[config.mk]
export PLATFORM = sky130hd
export DESIGN_NAME = keyboard_tape_beeper_port_top
export DESIGN_NICKNAME = d
export VERILOG_FILES = /design/src/rtl/ktbp_pkg.sv /design/src/rtl/keyboard_tape_beeper_port_top.sv
export SDC_FILE = /design/constraint.sdc
export NUM_CORES = 1
export LEC_CHECK = 0
export ABC_AREA = 1
export BUFFER_PORTS_ARGS = -buffer_cell sky130_fd_sc_hd__buf_2
export CAP_MARGIN = 10
export CORE_AREA = 2 2 94 163
export CTS_CLUSTER_DIAMETER = 200
export DETAILED_ROUTE_END_ITERATION = 8
export DIE_AREA = 0 0 96 165
export GPL_TIMING_DRIVEN = 0
export PLACE_DENSITY_LB_ADDON = 0.15
export SLEW_MARGIN = 5
export SYNTH_ARGS = -nofsm -noshare
export SYNTH_HDL_FRONTEND = slang
export SYNTH_SLANG_ARGS = --single-unit
[constraint.sdc]
create_clock -name clk -period 5.1 [get_ports clk]
set_input_delay 0.51 -clock clk [delete_from_list [all_inputs] [get_ports clk]]
set_output_delay 0.51 -clock clk [all_outputs]
set_load 0.02 [all_outputs]
[src/rtl/ktbp_pkg.sv]
// Package for the keyboard, tape and beeper port: transaction types, codes and bit masks.
`timescale 1ns / 1ps
`default_nettype none
package ktbp_pkg;

  typedef enum logic [1:0] {
    CMD_READ  = 2'd0,
    CMD_WRITE = 2'd1,
    CMD_FLIP  = 2'd2,
    CMD_LOAD  = 2'd3
  } cmd_t;

  typedef enum logic [2:0] {
    REG_TAPE_EDGE  = 3'd0,
    REG_ISSUE_TWO  = 3'd1,
    REG_BEEP_LOW   = 3'd2,
    REG_BEEP_HIGH  = 3'd3,
    REG_MIC_BOOST  = 3'd4
  } reg_idx_t;

  typedef struct packed {
    cmd_t        command;
    logic [15:0] port;
    logic [7:0]  data;
    logic [2:0]  row;
  } in_t;

  typedef struct packed {
    logic [7:0]         read_data;
    logic               responded;
    logic [2:0]         border_colour;
    logic signed [15:0] beeper_level;
    logic               tape_pulse_low;
  } out_t;

  localparam int unsigned NUM_ROWS = 8;

  localparam logic [7:0] KEY_MASK    = 8'h1f;
  localparam logic [7:0] FIXED_BITS  = 8'ha0;
  localparam logic [7:0] TAPE_MASK   = 8'h40;
  localparam logic [7:0] EAR_MASK    = 8'h10;
  localparam logic [7:0] MIC_MASK    = 8'h08;
  localparam logic [7:0] ALL_ONES    = 8'hff;

  localparam logic signed [15:0] BEEP_LOW_RST  = -16'sd8192;
  localparam logic signed [15:0] BEEP_HIGH_RST = 16'sd8192;
  localparam logic signed [15:0] MIC_BOOST_RST = 16'sd1638;
  localparam logic signed [15:0] PULSE_LEVEL   = -16'sd16384;
  localparam logic signed [15:0] SAT_MAX       = 16'sh7fff;
  localparam logic signed [15:0] SAT_MIN       = 16'sh8000;

endpackage
`default_nettype wire

[src/rtl/keyboard_tape_beeper_port_top.sv]
// Top level of the keyboard, tape and beeper port block.
// The result of an accepted transaction is held in the output register from the next cycle.
// Throughput: one transaction per cycle while in_stall is low; the output register is the only stage.
// in_stall rises only while a held result is stalled at the output.
// Reset (synchronous, rst_n low): key rows all released, state and levels to defaults.
`timescale 1ns / 1ps
`default_nettype none
module keyboard_tape_beeper_port_top (
  input  wire logic           clk,
  input  wire logic           rst_n,
  input  wire logic           in_valid,
  output logic                in_stall,
  input  wire ktbp_pkg::in_t  in_data,
  output logic                out_valid,
  input  wire logic           out_stall,
  output ktbp_pkg::out_t      out_data,
  input  wire logic           cfg_psel,
  input  wire logic           cfg_penable,
  input  wire logic           cfg_pwrite,
  input  wire logic [4:0]     cfg_paddr,
  input  wire logic [31:0]    cfg_pwdata,
  output logic [31:0]         cfg_prdata,
  output logic                cfg_pready
);

  // configuration
  logic               tape_edge_r;
  logic               issue_two_r;
  logic signed [15:0] beep_low_r;
  logic signed [15:0] beep_high_r;
  logic signed [15:0] mic_boost_r;

  // block state
  logic [7:0]         key_rows_r [ktbp_pkg::NUM_ROWS];
  logic [7:0]         last_written_r;
  logic               pulse_low_r;
  logic               last_ear_r;
  logic signed [15:0] beeper_r;
  logic [2:0]         border_r;
  logic               responded_r;

  logic [7:0]         last_written_nxt;
  logic               pulse_low_nxt;
  logic               last_ear_nxt;
  logic signed [15:0] beeper_nxt;
  logic [2:0]         border_nxt;
  logic               responded_nxt;
  logic [7:0]         read_nxt;

  logic               out_valid_r;
  ktbp_pkg::out_t     out_r;

  logic               in_accept;
  logic               cfg_wr;
  ktbp_pkg::reg_idx_t cfg_idx;

  logic [7:0]         key_and;
  logic               tape_in;
  logic               ear;
  logic signed [15:0] level_sel;
  logic signed [16:0] boost_sum;
  logic signed [15:0] boost_sat;

  assign cfg_pready = 1'b1;
  assign cfg_idx    = ktbp_pkg::reg_idx_t'(cfg_paddr[4:2]);
  assign cfg_wr     = cfg_psel && cfg_penable && cfg_pwrite;

  always_ff @(posedge clk) begin
    if (!rst_n) begin
      tape_edge_r <= 1'b0;
      issue_two_r <= 1'b0;
      beep_low_r  <= ktbp_pkg::BEEP_LOW_RST;
      beep_high_r <= ktbp_pkg::BEEP_HIGH_RST;
      mic_boost_r <= ktbp_pkg::MIC_BOOST_RST;
    end else if (cfg_wr) begin
      unique case (cfg_idx)
        ktbp_pkg::REG_TAPE_EDGE: tape_edge_r <= cfg_pwdata[0];
        ktbp_pkg::REG_ISSUE_TWO: issue_two_r <= cfg_pwdata[0];
        ktbp_pkg::REG_BEEP_LOW:  beep_low_r  <= cfg_pwdata[15:0];
        ktbp_pkg::REG_BEEP_HIGH: beep_high_r <= cfg_pwdata[15:0];
        ktbp_pkg::REG_MIC_BOOST: mic_boost_r <= cfg_pwdata[15:0];
        default: ;
      endcase
    end
  end

  always_comb begin
    unique case (cfg_idx)
      ktbp_pkg::REG_TAPE_EDGE: cfg_prdata = {31'd0, tape_edge_r};
      ktbp_pkg::REG_ISSUE_TWO: cfg_prdata = {31'd0, issue_two_r};
      ktbp_pkg::REG_BEEP_LOW:  cfg_prdata = {16'd0, beep_low_r};
      ktbp_pkg::REG_BEEP_HIGH: cfg_prdata = {16'd0, beep_high_r};
      ktbp_pkg::REG_MIC_BOOST: cfg_prdata = {16'd0, mic_boost_r};
      default:                 cfg_prdata = 32'd0;
    endcase
  end

  // handshake: the output register takes a new result whenever it is free or draining
  assign in_stall  = out_valid_r && out_stall;
  assign in_accept = in_valid && !in_stall;

  // keyboard rows selected by high address lines
  always_comb begin
    key_and = ktbp_pkg::ALL_ONES;
    for (int i = 0; i < ktbp_pkg::NUM_ROWS; i++) begin
      if (!in_data.port[8 + i]) key_and = key_and & key_rows_r[i];
    end
  end

  always_comb begin
    if (tape_edge_r)      tape_in = !pulse_low_r;
    else if (issue_two_r) tape_in = |(last_written_r & (ktbp_pkg::EAR_MASK |
                                                        ktbp_pkg::MIC_MASK));
    else                  tape_in = |(last_written_r & ktbp_pkg::EAR_MASK);
  end

  assign ear       = |(in_data.data & ktbp_pkg::EAR_MASK);
  assign level_sel = ear ? beep_high_r : beep_low_r;
  assign boost_sum = {level_sel[15], level_sel} + {mic_boost_r[15], mic_boost_r};
  assign boost_sat = (boost_sum[16] != boost_sum[15])
                     ? (boost_sum[16] ? ktbp_pkg::SAT_MIN : ktbp_pkg::SAT_MAX)
                     : boost_sum[15:0];

  always_comb begin
    last_written_nxt = last_written_r;
    pulse_low_nxt    = pulse_low_r;
    last_ear_nxt     = last_ear_r;
    beeper_nxt       = beeper_r;
    border_nxt       = border_r;
    responded_nxt    = responded_r;
    read_nxt         = ktbp_pkg::ALL_ONES;
    unique case (in_data.command)
      ktbp_pkg::CMD_READ: begin
        if (!in_data.port[0]) begin
          responded_nxt = 1'b1;
          read_nxt      = (key_and & ktbp_pkg::KEY_MASK) | ktbp_pkg::FIXED_BITS;
          if (tape_in) read_nxt = read_nxt | ktbp_pkg::TAPE_MASK;
          else         read_nxt = read_nxt & ~ktbp_pkg::TAPE_MASK;
        end
      end
      ktbp_pkg::CMD_WRITE: begin
        responded_nxt = !in_data.port[0];
        if (!in_data.port[0]) begin
          last_written_nxt = in_data.data;
          border_nxt       = in_data.data[2:0];
          if (!tape_edge_r && (ear != last_ear_r)) begin
            beeper_nxt   = |(in_data.data & ktbp_pkg::MIC_MASK) ? boost_sat : level_sel;
            last_ear_nxt = ear;
          end
        end
      end
      ktbp_pkg::CMD_FLIP: begin
        pulse_low_nxt = !pulse_low_r;
        beeper_nxt    = pulse_low_r ? 16'sd0 : ktbp_pkg::PULSE_LEVEL;
      end
      ktbp_pkg::CMD_LOAD: ;
      default: ;
    endcase
  end

  always_ff @(posedge clk) begin
    if (!rst_n) begin
      for (int i = 0; i < ktbp_pkg::NUM_ROWS; i++) key_rows_r[i] <= ktbp_pkg::ALL_ONES;
      last_written_r <= 8'd0;
      pulse_low_r    <= 1'b0;
      last_ear_r     <= 1'b0;
      beeper_r       <= 16'sd0;
      border_r       <= 3'd0;
      responded_r    <= 1'b0;
    end else if (in_accept) begin
      if (in_data.command == ktbp_pkg::CMD_LOAD) key_rows_r[in_data.row] <= in_data.data;
      last_written_r <= last_written_nxt;
      pulse_low_r    <= pulse_low_nxt;
      last_ear_r     <= last_ear_nxt;
      beeper_r       <= beeper_nxt;
      border_r       <= border_nxt;
      responded_r    <= responded_nxt;
    end
  end

  always_ff @(posedge clk) begin
    if (!rst_n) begin
      out_valid_r <= 1'b0;
    end else if (in_accept) begin
      out_valid_r <= 1'b1;
    end else if (!out_stall) begin
      out_valid_r <= 1'b0;
    end
  end

  always_ff @(posedge clk) begin
    if (in_accept) begin
      out_r.read_data      <= read_nxt;
      out_r.responded      <= responded_nxt;
      out_r.border_colour  <= border_nxt;
      out_r.beeper_level   <= beeper_nxt;
      out_r.tape_pulse_low <= pulse_low_nxt;
    end
  end

  assign out_valid = out_valid_r;
  assign out_data  = out_r;

endmodule
`default_nettype wire

* Word level (Yosys, flattened, before mapping) *
Memories as Yosys holds them, arrays and structs flattened.
Cells that the tools add are included.

operators by class
  muxes and demuxes = 35
  reductions and logical operators = 21
  bitwise gates (word level) = 9
  eq/ne operators = 10
  add/subtract/negate cells = 1

operator list
  operator                                             count
  two-way mux 16 bit                                   7
  case mux 16 bit (5 select lines)                     1
  two-way mux 5 bit                                    8
  AND 5 bit                                            7
  case mux 16 bit (2 select lines)                     1
  adder 16 x 16 -> 17 bit                              1
  two-way mux 1 bit                                    12
  AND reduction 2 bit                                  5
  two-way mux 3 bit                                    3
  two-way mux 8 bit                                    1
  OR reduction 8 bit                                   1
  two-way mux 7 bit                                    1
  equality test 3 x 2 -> 1 bit, second input constant  2
  logical AND 1 bit                                    5
  equality test 2 bit, second input constant           2
  zero test 1 bit                                      4
  AND reduction 4 bit                                  1
  OR reduction 2 bit                                   2
  equality test 3 x 1 -> 1 bit, second input constant  1
  equality test 3 bit, second input constant           1
  zero test 3 bit                                      1
  AND reduction 3 bit                                  1
  equality test 2 x 1 -> 1 bit, second input constant  1
  zero test 2 bit                                      1
  other kinds (4)                                      6

storage, ports and cells
  memories = 1
  input port bits = 73
  memory bits (writable) = 64
  logic and storage cells = 94
  bits in registers = 107

memories
  name        words  bits a word  rd ports  clocked after Yosys merged registers in  wr ports  RTL line                             RTL
  key_rows_r  8      8            8         0                                        8         keyboard_tape_beeper_port_top.sv:34  logic [7:0] key_rows_r [ktbp_pkg::NUM_ROWS];

* Logic depth before layout (Yosys ltp) *
Gate-level depths: netlist of the first run.
An unclocked memory read counts as a cell.

  depth after elaboration = 17
  mapped depth = 24
  mapped depth without buffers = 22

* Worst setup path after synthesis of the first run *
OpenSTA, ideal clock, no wires.

  kind = in2reg
  start point = input in_data[7] (netlist name)
  end point = register out_r (netlist bit out_data[12]), data pin
  required time = 4.846 ns
  arrival = 2.688 ns
  slack = 2.158 ns
  cell stages on the path = 21
  setup time = 0.254 ns
  cell sequence = inv_1 -> buf_2 -> buf_2 -> o21ai_0 -> ha_1 -> fa_1 -> nand2_1 -> nand3_1 -> nand3_1 -> nand2_2 -> nand2_1 -> nand2_2 -> nand2_2 -> nand2_4 -> nand2_4 -> buf_6 -> nand3_2 -> nand3_2 -> nand2_1 -> nand2_1 -> nand2_1

between the ends
  cells in the longest elaborated chain, start to end = 8
  elaborated cells on any way between the ends = 11

ends and longest elaborated chain
  element                                                     RTL line                                                                    RTL
  start: declaration                                          keyboard_tape_beeper_port_top.sv:13                                         input wire ktbp_pkg::in_t in_data,
  two-way mux 16 bit                                          keyboard_tape_beeper_port_top.sv:118                                        assign level_sel = ear ? beep_high_r : beep_low_r;
  adder 16 x 16 -> 17 bit                                     keyboard_tape_beeper_port_top.sv:119                                        assign boost_sum = {level_sel[15], level_sel} + {mic_boost_r[15], mic_boost_r};
  two-way mux 16 bit / != test 1 bit (equally long branches)  keyboard_tape_beeper_port_top.sv:121, keyboard_tape_beeper_port_top.sv:120
  two-way mux 16 bit                                          keyboard_tape_beeper_port_top.sv:121                                        ? (boost_sum[16] ? ktbp_pkg::SAT_MIN : ktbp_pkg::SAT_MAX)
  two-way mux 16 bit                                          keyboard_tape_beeper_port_top.sv:147                                        beeper_nxt = |(in_data.data & ktbp_pkg::MIC_MASK) ? boost_sat : level_sel;
  two-way mux 16 bit *                                        keyboard_tape_beeper_port_top.sv:146                                        if (!tape_edge_r && (ear != last_ear_r)) begin
  two-way mux 16 bit *                                        keyboard_tape_beeper_port_top.sv:143                                        if (!in_data.port[0]) begin
  case mux 16 bit (2 select lines) *                          keyboard_tape_beeper_port_top.sv:132                                        unique case (in_data.command)
  via beeper_nxt[11]                                          keyboard_tape_beeper_port_top.sv:45                                         logic signed [15:0] beeper_nxt;
  end: declaration                                            keyboard_tape_beeper_port_top.sv:51                                         ktbp_pkg::out_t out_r;

Mark *: on every way through the listed nets, which the timed path passes. The rest lies on a longest branch.
A chain may end at the register's enable or synchronous reset.

* Final worst setup path of the first run *
  start point = input in_data[7] (netlist name)
  end point = register out_r (netlist bit out_data[4]), data pin

The elaborated chain is that of the path after synthesis.

==> run summary, run 1 <==
The x dimension of the die came out at 96 um. The total die area came out at 15800 um^2. Across all register-to-register paths, the minimum setup slack is 2.04 ns. The number of enable-type register cells in the synthesized netlist is 67.

For the worst setup path, the data required time is 5.28 ns. The worst register-to-register path ends at out_data[4]$_DFFE_PP_. Pin placement for this block handled 137 I/O pins. The library cell with the largest summed area after synthesis is edfxtp_1.

In this run the mean area of a mapped cell was 7.63 um^2. The clock-pin slew of the registers on the worst-case setup and hold paths came out at 0.07 ns. The actual transition at the worst max-transition pin is 0.917 ns.

In the global route stage, overall resource usage came out at 29.9%. The clock tree synthesis step divided the H-tree into 4 levels. The mapped netlist covers 7800 um^2. The number of instances in the synthesized netlist came out at 1022. The start of the worst register-to-register path is beep_high_r[5]$_SDFFE_PN0P_. The total congestion overflow after global routing came out at 0.

The highest ir drop seen on vdd came out at 0.000238 V. The final cell count without fillers came out at 1339. In the final timing run, aggregate negative setup slack is 0 ns. The number of buffers added by the clock tree synthesis step came out at 17. Entering global routing, the biggest net connects 37 pins. The post-CTS resize count came out at 0. In the post-synthesis netlist, the cell with the most instances is nand2_1. The worst clock skew on the final layout came out at 0.00804 ns. The wire length of the first global-routing pass came out at 35300 um. The power density over the cells came out at 314 nW/um^2.

The detailed placer's ending HPWL came out at 17400 um. The maximum operating frequency came out at 0.300 GHz. The length of the first detailed-routing pass in iterations is 5. The final period demand of the worst path came out at 3.33 ns.

Sequential cells were found to cover 45.1% of the synthesized design area. The share of synthesized registers carrying an async set or reset came out at 0%. The cell row count came out at 58. The total count of hold-check failures in the final report is 0. The first routing iteration left 390 violations. The max-slew headroom at the worst pin is 38.3%. The post-route cell area is 9130 um^2.

The routed length per placed instance is 16.6 um. The number of setup buffers added after CTS is 0. The number of buffers on the longest clock path came out at 2. The post-synthesis sequential element count is 142.

The worst setup path is of the input pin to flop kind. The portion of synthesized cell area occupied by the leading cell type came out at 25.8%. The number of filler cells placed in the layout came out at 1301. The worst reg2reg path depth is 16. Yosys printed 0 warnings. The cell count after placement is 1307. The path class of the tightest hold or removal check is input pin to flop.

CTS placed an instance of clkbuf_16 at the clock tree root. The biggest fanout along the worst timing path is 10. Summing over every cut layer, the via total after detailed routing is 7160. The die is 165 um tall. The total placed instance area is 8530 um^2. The number of cells on the worst hold path is 3. The most frequently used flop master after synthesis is dfxtp_1. The initial antenna violation count came to 0. Setup violations remaining at the end of the flow were counted as 0.

Ranked by total cell area, the synthesized netlist is headed by edfxtp_1 26%, dfxtp_1 19%, nand2_1 14%, nor2_1 6.6%, o21ai_0 4.3%. The quantity of I/O buffers inserted on ports came out at 88. STA classifies the critical path endpoint as a flop. The worst setup path is launched from an input pin. The number of clock sinks is 142. The synthesis-to-finish area growth is 17.1%. The endpoint of the worst hold-timing path is mic_boost_r[6]$_SDFFE_PN1P_. The final core utilization came out at 63.2%. The run finished with clean final reports. The number of max-slew violations in the final report is 0. Of the cells placed in the final design, the portion with a size suffix greater than 1 is 17.3%.

The via count of the first global-routing pass came out at 7016. 0 antenna diodes ended up in the layout. The share of the clock period used by the worst path is 65.3%. The DRC violation count after routing came out at 0. The average via count per standard cell came out at 5.35. The number of hold buffers added after CTS was 0.

TritonCTS built the clock tree. Yosys mapped the design onto 43 distinct sky130hd cell types. The worst hold path begins at cfg_pwdata[6]. Setup repair after global routing left no endpoint under its margin. The congestion estimate from routability-driven global placement came to 0.953. The static power due to leakage is 4.14 nW.

In the synthesized netlist, the cells that appear most often are 299 x nand2_1, 137 x nor2_1, 88 x inv_1. The detail route stage leaves a number of antenna-violating nets equal to 0. The number of max-cap violations came out at 0. The total core area came out at 14400 um^2. The arrival time of the worst setup path came out at 3.51 ns. The post-detailed-routing wire length came out at 22200 um. The final layout net count came out at 1241.

The starting density of the core is 54.0%. The clock latency of the later-clocked register in the worst-skew pair came out at 0.43 ns.
==> worst max-delay path, cell delays in order <==
cell     delay (ns)
buf_2          0.17
inv_1          0.08
buf_2          0.22
buf_2          0.27
o21ai_0        0.17
ha_1           0.25
fa_1           0.43
nand2_1        0.08
nand3_1        0.12
nand3_1        0.12
nand2_2        0.10
nand2_1        0.13
nand3_1        0.10
nand2_2        0.17
nand3_4        0.12
buf_6          0.17
nand3_2        0.09
nand2_1        0.05
nand2_1        0.07
nand2_1        0.08
==> cell usage in the layout, fill, tap and decap left out, drive strengths merged, types with 3 or more instances in the layout <==
cell,n
nand2,315
nor2,139
buf,119
inv,99
dfxtp,75
o21ai,72
nand3,70
edfxtp,67
clkbuf,40
a21oi,34
o22ai,21
ha,21
conb,19
o211ai,12
clkinv,8
xnor2,7
nor3,7
o41ai,5
nand4,4
nand3b,4
a31oi,3
a211oi,3
==> worst max path at each step <==
| stage | start | end | slack, ns | depth (start not counted) |
|---|---|---|---|---|
| global placement | in_data[7] | out_data[4]$_DFFE_PP_ | 1.37 | 20 |
| floorplan | in_data[7] | out_data[12]$_DFFE_PP_ | 2.16 | 21 |
| global route | in_data[7] | beeper_r[7]$_SDFFE_PN0P_ | 1.58 | 22 |
| detailed placement | in_data[7] | out_data[4]$_DFFE_PP_ | 1.34 | 20 |
| CTS | in_data[7] | out_data[4]$_DFFE_PP_ | 1.78 | 20 |
| finish | in_data[7] | out_data[4]$_DFFE_PP_ | 1.77 | 20 |
==> metrics by stage <==
step                      total power, mW  setup slack (ns)  hold WS, ns
after CTS                            2.87              1.78        0.316
after global placement               1.61              1.37        0.458
after global routing                 2.97              1.58        0.341
after floorplan                      1.50              2.16        0.439
after detailed placement             1.62              1.34        0.465
final                                2.87              1.77        0.316
==> layout make-up <==
| type | count | area, um^2 | area share [%] |
|---|---|---|---|
| Timing Repair Buffer | 88 | 440 | 4.82 |
| Inverter | 96 | 360 | 3.95 |
| Sequential cell | 142 | 3510 | 38.5 |
| Clock buffer | 17 | 425 | 4.66 |
| Buffer | 55 | 322 | 3.52 |
| Multi-Input combinational cell | 746 | 3670 | 40.2 |
| Tap cell | 180 | 225 | 2.47 |
| Clock inverter | 15 | 179 | 1.96 |
==> state kept, by name (all words and copies together), names as in the netlist <==
signal          cells
key_rows_r         40
out_data           27
beep_high_r        16
beep_low_r         16
beeper_r           16
mic_boost_r        16
border_r            3
last_written_r      2
issue_two_r         1
last_ear_r          1
out_valid           1
pulse_low_r         1
responded_r         1
tape_edge_r         1
==> report_power, final <==
| part | total, mW | internal, mW | switching, mW | leakage [nW] |
|---|---|---|---|---|
| combinational | 0.341 | 0.107 | 0.234 | 2.64 |
| clock | 1.27 | 0.737 | 0.538 | 0.289 |
| sequential | 1.26 | 1.24 | 0.0186 | 1.21 |
==> routing by layer <==
layer / track usage [%] / share of wire, % / vias up
li1: - / - / 3571
met1: 28.6 / 34 / 3264
met2: 55.8 / 55 / 244
met3: 5.16 / 4.4 / 81
met4: 20.1 / 7.2 / 0
met5: 0 / 0 / -
==> cells by family (layout without fill, tap and decap cells) <==
family,Yosys count,in the layout,share of synthesized area [%]
and+or+nand+nor,542,542,30.1
adders and majority gates,22,22,3.63
xor gates and xnor gates,8,8,0.898
buffers and inverters,151,271,8.74
other,2,19,0.0963
DFF,142,142,45.1
AOI/OAI and AO/OA,155,155,11.4
No activity file was read; power rests on OpenSTA's default activity.
==> run 2: changes to the inputs <==
--- a/config.mk
+++ b/config.mk
@@ -8,10 +8,10 @@
 export ABC_AREA = 1
 export BUFFER_PORTS_ARGS = -buffer_cell sky130_fd_sc_hd__buf_2
 export CAP_MARGIN = 10
-export CORE_AREA = 2 2 94 163
+export CORE_AREA = 2 2 97 169
 export CTS_CLUSTER_DIAMETER = 200
 export DETAILED_ROUTE_END_ITERATION = 8
-export DIE_AREA = 0 0 96 165
+export DIE_AREA = 0 0 99 171
 export GPL_TIMING_DRIVEN = 0
 export PLACE_DENSITY_LB_ADDON = 0.15
 export SLEW_MARGIN = 5
==> constraint.sdc (replaced) <==
create_clock -name clk -period 2.7 [get_ports clk]
set_input_delay 0.27 -clock clk [delete_from_list [all_inputs] [get_ports clk]]
set_output_delay 0.27 -clock clk [all_outputs]
set_load 0.02 [all_outputs]
==> run 2 against run 1 <==
  * Design area up 2.1%
  * Clock power grew 83%
  * Combinational power increased by 94%
  * Die area is 6.9% higher
  * Clock-buffer cell count up 1
  * Worst setup slack got worse by 1.6 ns
  * Worst hold slack worse by 0.22 ns
  * Non-clock buffer count increased by 4
  * Sequential share of layout area down 0.79 points
  * Clock skew grew 0.0074 ns
  * Critical path depth down 2
  * Utilization down 3.6 points
==> run summary, run 2 (same netlist as run 1, synthesis figures left out) <==
The final RePlAce weighted congestion came out at 0.921. STA classifies the critical path endpoint as a flop. The starting density of the core came out at 49.8%.

The combinational share of power is 12.4%. The final period demand of the worst path came out at 2.55 ns. The worst clock skew on the final layout is 0.0155 ns. Across all hold checks on the routed design, the worst slack comes to 0.0951 ns. STA classifies the critical path startpoint as a flop. The number of clock sinks came out at 142. The routed length per placed instance is 16.7 um.

Of the total power, the share spent switching nets is 28.1%. The share of the clock period used by the worst path is 94.4%. The overall routing resource usage is 27.0%. The class of the most critical hold timing path is input pin to flop. The static power due to leakage is 4.20 nW. The total congestion overflow after global routing is 0. The count of final setup violators is 0. The total count of hold-check failures in the final report came out at 0. The pre-antenna-repair detailed-routing pass consisted of 5 iterations.

The run finished with clean final reports. The biggest fanout along the worst timing path came out at 5. The cell at the root of the clock tree is clkbuf_16. The critical path starts at beep_high_r[5]$_SDFFE_PN0P_. The die is 171 um tall. Data on the critical path is required at its endpoint by 2.87 ns. The post-detailed-routing wire length came out at 22600 um. The multi-input combinational cells in the finished layout cover a total of 3800 um^2.

The fraction of layout instances using a drive strength above 1 is 19.5%. At the end of the flow the core is filled with cells to 59.6%. The number of max-cap violations is 0. IR analysis of the VDD net gives a maximum drop of 0.000471 V. The area of all sequential standard cells is 3510 um^2. The final layout net count is 1245. The number of max-slew violations in the final report came out at 0. The register-to-register path setup slack is 0.15 ns.

Clock tree synthesis inserted a total of 17 buffers. The detailed placer's ending HPWL came out at 17400 um. Using the TritonRoute via totals, the vias-per-cell ratio works out to 5.29.

The arrival time of the worst setup path came out at 2.72 ns. The starting DRC count in detailed routing is 354. For this design the top-level I/O count stands at 137.

Entering global routing, the biggest net connects 37 pins. The DRC violation count after routing is 0. The number of diodes added for antenna fixing came out at 0. The type of the worst setup path is flop to flop.

The total core area is 15600 um^2. The wire length of the first global-routing pass is 34900 um. The worst hold path begins at cfg_pwdata[12].

The power share of the clock group is 43.4%. The clock latency of the later-clocked register in the worst-skew pair is 0.43 ns. The synthesis-to-finish area growth came out at 19.6%. For the pin with the worst max-slew slack, the measured transition is 0.820 ns.

After clock tree synthesis, the clock-pin slew on the worst setup and hold paths is 0.07 ns. The floorplan step set the die width to 99 um. The number of flip-flops in the largest register came out at 40. In the layout the commonest cells are 297 x nand2_1, 137 x nor2_1, 89 x buf_2. The number of filler cells placed in the layout came out at 1458. The floorplan has 61 rows.

The maximum operating frequency is 0.392 GHz. The max-slew headroom at the worst pin came out at 44.7%. Ranked by flip-flop count, first place goes to key_rows_r. The initial antenna violation count came out at 0. The internal power contribution came out at 3.86 mW. The sequential power share came out at 44.3%.

The power density over the cells is 575 nW/um^2. The number of nets still failing antenna checks after routing came out at 0. In this run the number of H-tree levels came out at 4. Counting along the longest clock path gives a buffer depth of 2.

The net switching power is 1.50 mW. The quantity of I/O buffers inserted on ports came out at 88. The detailed-route via count is 7152. TritonCTS built the clock tree. The start of the worst register-to-register path is beep_high_r[5]$_SDFFE_PN0P_. Setup repair after global routing left no endpoint under its margin. Leaving out fill and tap cells, the most frequent cell in the layout is nand2_1. The via count of the first global-routing pass came out at 6856.

The die covers 16900 um^2.
[run 2: cell count changes in the layout (fill, tap and decap cells not counted), sizes merged]
cell and change:
inv +2, clkinvlp +2, buf +3, clkbuf +2
clkinv -4, bufinv -1
[run 2: worst paths after layout]
kind / end / cells past startpoint
worst min register to register: out_valid$_SDFFE_PN0P_ / 2
worst min-delay path: mic_boost_r[12]$_SDFFE_PN0P_ / 3
worst max-delay path: out_data[11]$_DFFE_PP_ / 18
worst max register to register: out_data[11]$_DFFE_PP_ / 18
[run 2: power by group through the flow]
stage | logic, mW | clock network (mW) | registers, mW
after floorplan | 0.391 | 0 | 2.45
after global placement | 0.629 | 0 | 2.42
after detailed placement | 0.635 | 0 | 2.42
after CTS | 0.643 | 2.34 | 2.37
after global routing | 0.733 | 2.42 | 2.38
final | 0.663 | 2.32 | 2.37
[run 2: critical path: stages (launching register included)]
cell,delay (ns)
dfxtp_1,0.31
inv_1,0.07
o21ai_4,0.23
ha_1,0.34
nand2_1,0.11
inv_1,0.07
a21oi_2,0.14
nand2_2,0.10
nand2_2,0.09
nand2_1,0.07
nand2_1,0.08
nand2_2,0.10
nand2_8,0.11
clkbuf_16,0.15
nand3_2,0.06
nand3_2,0.07
nand2_1,0.05
nand2_1,0.07
nand2_1,0.07
[run 2: cell type report]
type,instances,area share (%)
plain buffers,55,3.73
clock buffers,18,4.60
clock inverters,14,1.57
inverters,96,3.86
multi-input cells,746,40.7
flip-flops and latches,142,37.7
well taps,189,2.54
repair buffers,92,5.30
[run 2: what timing repair did]
item | CTS | global route
setup endpoints to repair | 32 | 31
gates cloned | 0 | 1
buffers inserted | 0 | 3
pin swaps | 2 | 7
gates resized for setup | 23 | 28
hold buffers | 0 | 0
[run 2: metrics by stage]
step	cells	total power, mW	TNS [ns]	setup slack, ns	area, um^2
finish	1352	5.36	0	0.150	9330
global route	1352	5.54	0	0.00147	9330
CTS	1348	5.35	0	0.0271	9160
detailed placement	1316	3.05	-22.94	-0.806	8540
global placement	1316	3.05	-22.09	-0.786	8540
floorplan	1039	2.84	0	0.0112	7870
[run 2: layer usage]
layer | up-vias | GRT usage (%) | part of all wire [%]
met1 | 3281 | 26.2 | 35
li1 | 3580 | - | -
met2 | 227 | 51.0 | 53
met3 | 64 | 4.17 | 4.2
met4 | 0 | 18.8 | 7.4
met5 | - | 0 | 0
==> run 3: changes to the inputs <==
--- a/config.mk
+++ b/config.mk
@@ -13,7 +13,7 @@
 export DETAILED_ROUTE_END_ITERATION = 8
 export DIE_AREA = 0 0 99 171
 export GPL_TIMING_DRIVEN = 0
-export PLACE_DENSITY_LB_ADDON = 0.15
+export PLACE_DENSITY = 0.85
 export SLEW_MARGIN = 5
 export SYNTH_ARGS = -nofsm -noshare
 export SYNTH_HDL_FRONTEND = slang
==> run 3 against run 2 <==
  * Total power grew 1.6%
  * Routed wire length shrank 0.99%
  * Critical path depth grew 6
  * Critical path type is now input pin to flop
  * Largest power group is now clock
==> run summary, run 3 (same netlist as run 1, synthesis figures left out) <==
The die height is 171 um. The leading cell type in the layout, fill and taps excluded is nand2_1. The multi-input logic area came out at 3930 um^2. The number of cells on the worst hold path is 3. The number of flip-flops in the largest register came out at 40. The number of I/O pins came out at 137.

The DRC violation count after routing came out at 0. The delay contributed by the slowest stage of the critical path is 0.40 ns. The number of max-slew violations in the final report is 0. The number of diodes added for antenna fixing came out at 0.

The sequential power share came out at 43.5%. The biggest fanout along the worst timing path is 10. Wires add up to 22400 um. The worst register-to-register path begins at beep_low_r[0]$_SDFFE_PN0P_.

The number of nets still failing antenna checks after routing came out at 0. The clock-pin slew of the registers on the worst-case setup and hold paths came out at 0.08 ns. STA puts the critical path data arrival time at 2.80 ns.

The worst flop-to-flop path endpoint is out_data[7]$_DFFE_PP_. The type of element capturing the critical path is a flop. Setup violations remaining at the end of the flow were counted as 0.

The net switching power came out at 1.57 mW. The number of buffers on the longest clock path is 2. The length of the first detailed-routing pass in iterations came out at 7.

The top cell types in the final layout, fill and taps aside, are 291 x nand2_1, 136 x nor2_1, 89 x buf_2. The post-route cell area came out at 9570 um^2. The maximum operating frequency came out at 0.379 GHz. Setup repair after global routing could not meet its margin everywhere.

TritonCTS built the clock tree. key_rows_r holds more flip-flops than any other register. The tree is rooted in a clkbuf_16. The endpoint of the worst hold-timing path is mic_boost_r[9]$_SDFFE_PN1P_.

In the finished design, the share of the clock period the worst path needs comes to 97.6%. The cell row count came out at 61. The floorplan step set the die width to 99 um.

The register-to-register path setup slack came out at 0.07 ns. The run finished with clean final reports. The via count of the first global-routing pass came out at 7051.

The slowest stage of the critical path belongs to the cell fa_2. The number of max-cap violations is 0. For the pin with the worst max-slew slack, the measured transition is 0.759 ns. Of the cells placed in the final design, the portion with a size suffix greater than 1 is 21.8%. The total core area is 15600 um^2. The total placed instance area came out at 8540 um^2. Summed over all failing endpoints, the final setup total negative slack is 0 ns. Per report_power, the combinational group accounts for 12.7% of the total. The static power due to leakage came out at 4.30 nW. The number of buffers added by the clock tree synthesis step came out at 17. The pin count of the biggest net entering global routing came out at 37. In this run the worst setup path begins at in_data[7]. For this run the aggregate overflow at the end of global routing stands at 0.

Traced cell by cell, the critical path runs through buf_4, inv_1, buf_8, buf_6, nand2_2, o21ai_2, ha_2, fa_2, nand2_2, nand3_4, nand3_4, nand2_4, nand2_4, nand2_2, nand2_2, nand2_4, nand2_4, buf_4, buf_8, nand3_2, nand3_2, nand2_1, nand2_1, nand2_1. The synthesis-to-finish area growth came out at 22.7%. Hold is met by 0.0818 ns. The power share of the clock group came out at 43.8%. The worst clock skew on the final layout came out at 0.0183 ns. The initial antenna violation count was 0.

The worst reg2reg path depth is 20. The final RePlAce weighted congestion came out at 0.970. The area of all sequential standard cells is 3510 um^2. The total count of hold-check failures in the final report is 0. The average via count per standard cell came out at 5.52.

The number of clock sinks came out at 142. The detailed-route via count is 7510. The starting density of the core came out at 49.8%. The highest ir drop seen on vdd came out at 0.000368 V.

The quantity of I/O buffers inserted on ports is 88. The critical path is of the input pin to flop type. The required time of the worst setup path is 2.86 ns.

The switching part of the total power came out at 28.9%. The internal power contribution came out at 3.87 mW. The buffer and inverter count on the worst path came out at 6. For this design the ratio of total power to cell area is 569 nW/um^2. The final layout net count is 1254. The overall routing resource usage is 26.0%. After the first detailed-routing iteration, the DRC count stood at 540.

The number of levels the H-tree was split into came out at 4. The wire length of the first global-routing pass came out at 34300 um. The max-slew headroom at the worst pin came out at 49.1%. In this run the worst hold path is classified as input pin to flop. The family of cells with the greatest summed delay on the critical path is simple AND/OR/NAND/NOR gates. STA classifies the critical path startpoint as an input pin. The clock latency of the later-clocked register in the worst-skew pair came out at 0.43 ns. The detailed placer's ending HPWL came out at 16500 um. The number of filler cells placed in the layout is 1273. The total die area came out at 16900 um^2. The routed length per placed instance is 16.4 um.

The final period demand of the worst path is 2.64 ns. The worst hold path begins at cfg_pwdata[9]. The post-route total power is 5.45 mW.
-- run 3: final cells by class --
type                            instances  share of cell area [%]
Multi-Input combinational cell        746                    41.1
Sequential cell                       142                    36.7
Timing Repair Buffer                  101                    5.91
Clock buffer                           18                    4.71
Inverter                               96                    3.77
Buffer                                 55                    3.61
Tap cell                              189                    2.47
Clock inverter                         14                    1.70
-- run 3: worst min-delay path: cells and delay by family --
kind,cells,cell delay (ns)
AND/OR/NAND/NOR,2,0.12
buffers and inverters,1,0.10
-- run 3: power by group through the flow --
stage	Clock, mW	Sequential, mW	Combinational [mW]
after global placement	0	2.41	0.618
after global routing	2.46	2.38	0.752
after floorplan	0	2.45	0.391
after detailed placement	0	2.42	0.630
after CTS	2.37	2.37	0.653
final	2.38	2.37	0.692
-- run 3: how the worst max path moves through the flow --
stage                                  end  slack [ns]  cells past startpoint
CTS                 out_data[12]$_DFFE_PP_        0.02                     18
global route         out_data[6]$_DFFE_PP_       -0.10                     19
floorplan           out_data[12]$_DFFE_PP_        0.01                     22
finish               out_data[7]$_DFFE_PP_        0.06                     24
global placement     out_data[7]$_DFFE_PP_       -0.66                     21
detailed placement  out_data[11]$_DFFE_PP_       -0.67                     21
-- run 3: metal layers --
metal | share of wire, % | routed length [um] | vias up | global-route usage, %
met2 | 52 | 11700 | 393 | 47.3
met3 | 6.8 | 1530 | 107 | 4.17
met5 | 0 | 0 | - | 0
li1 | - | - | 3604 | -
met1 | 33 | 7440 | 3406 | 25.9
met4 | 7.6 | 1710 | 0 | 20.2
-- run 3: timing repair --
item,CTS,global route
setup buffers,1,11
cloned,1,0
pin swaps,2,8
gates resized for setup,29,45
hold buffers,0,0
endpoints found under the setup margin,30,30
-- run 3: per-stage QoR --
step	utilization, %	setup slack, ns	instances
4_1_cts	59.1	0.0161	1350
5_1_grt	61.1	-0.105	1361
2_1_floorplan	-	0.0112	1039
3_5_place_dp	54.6	-0.665	1316
3_3_place_gp	54.6	-0.655	1316
6_report	61.1	0.0638	1361
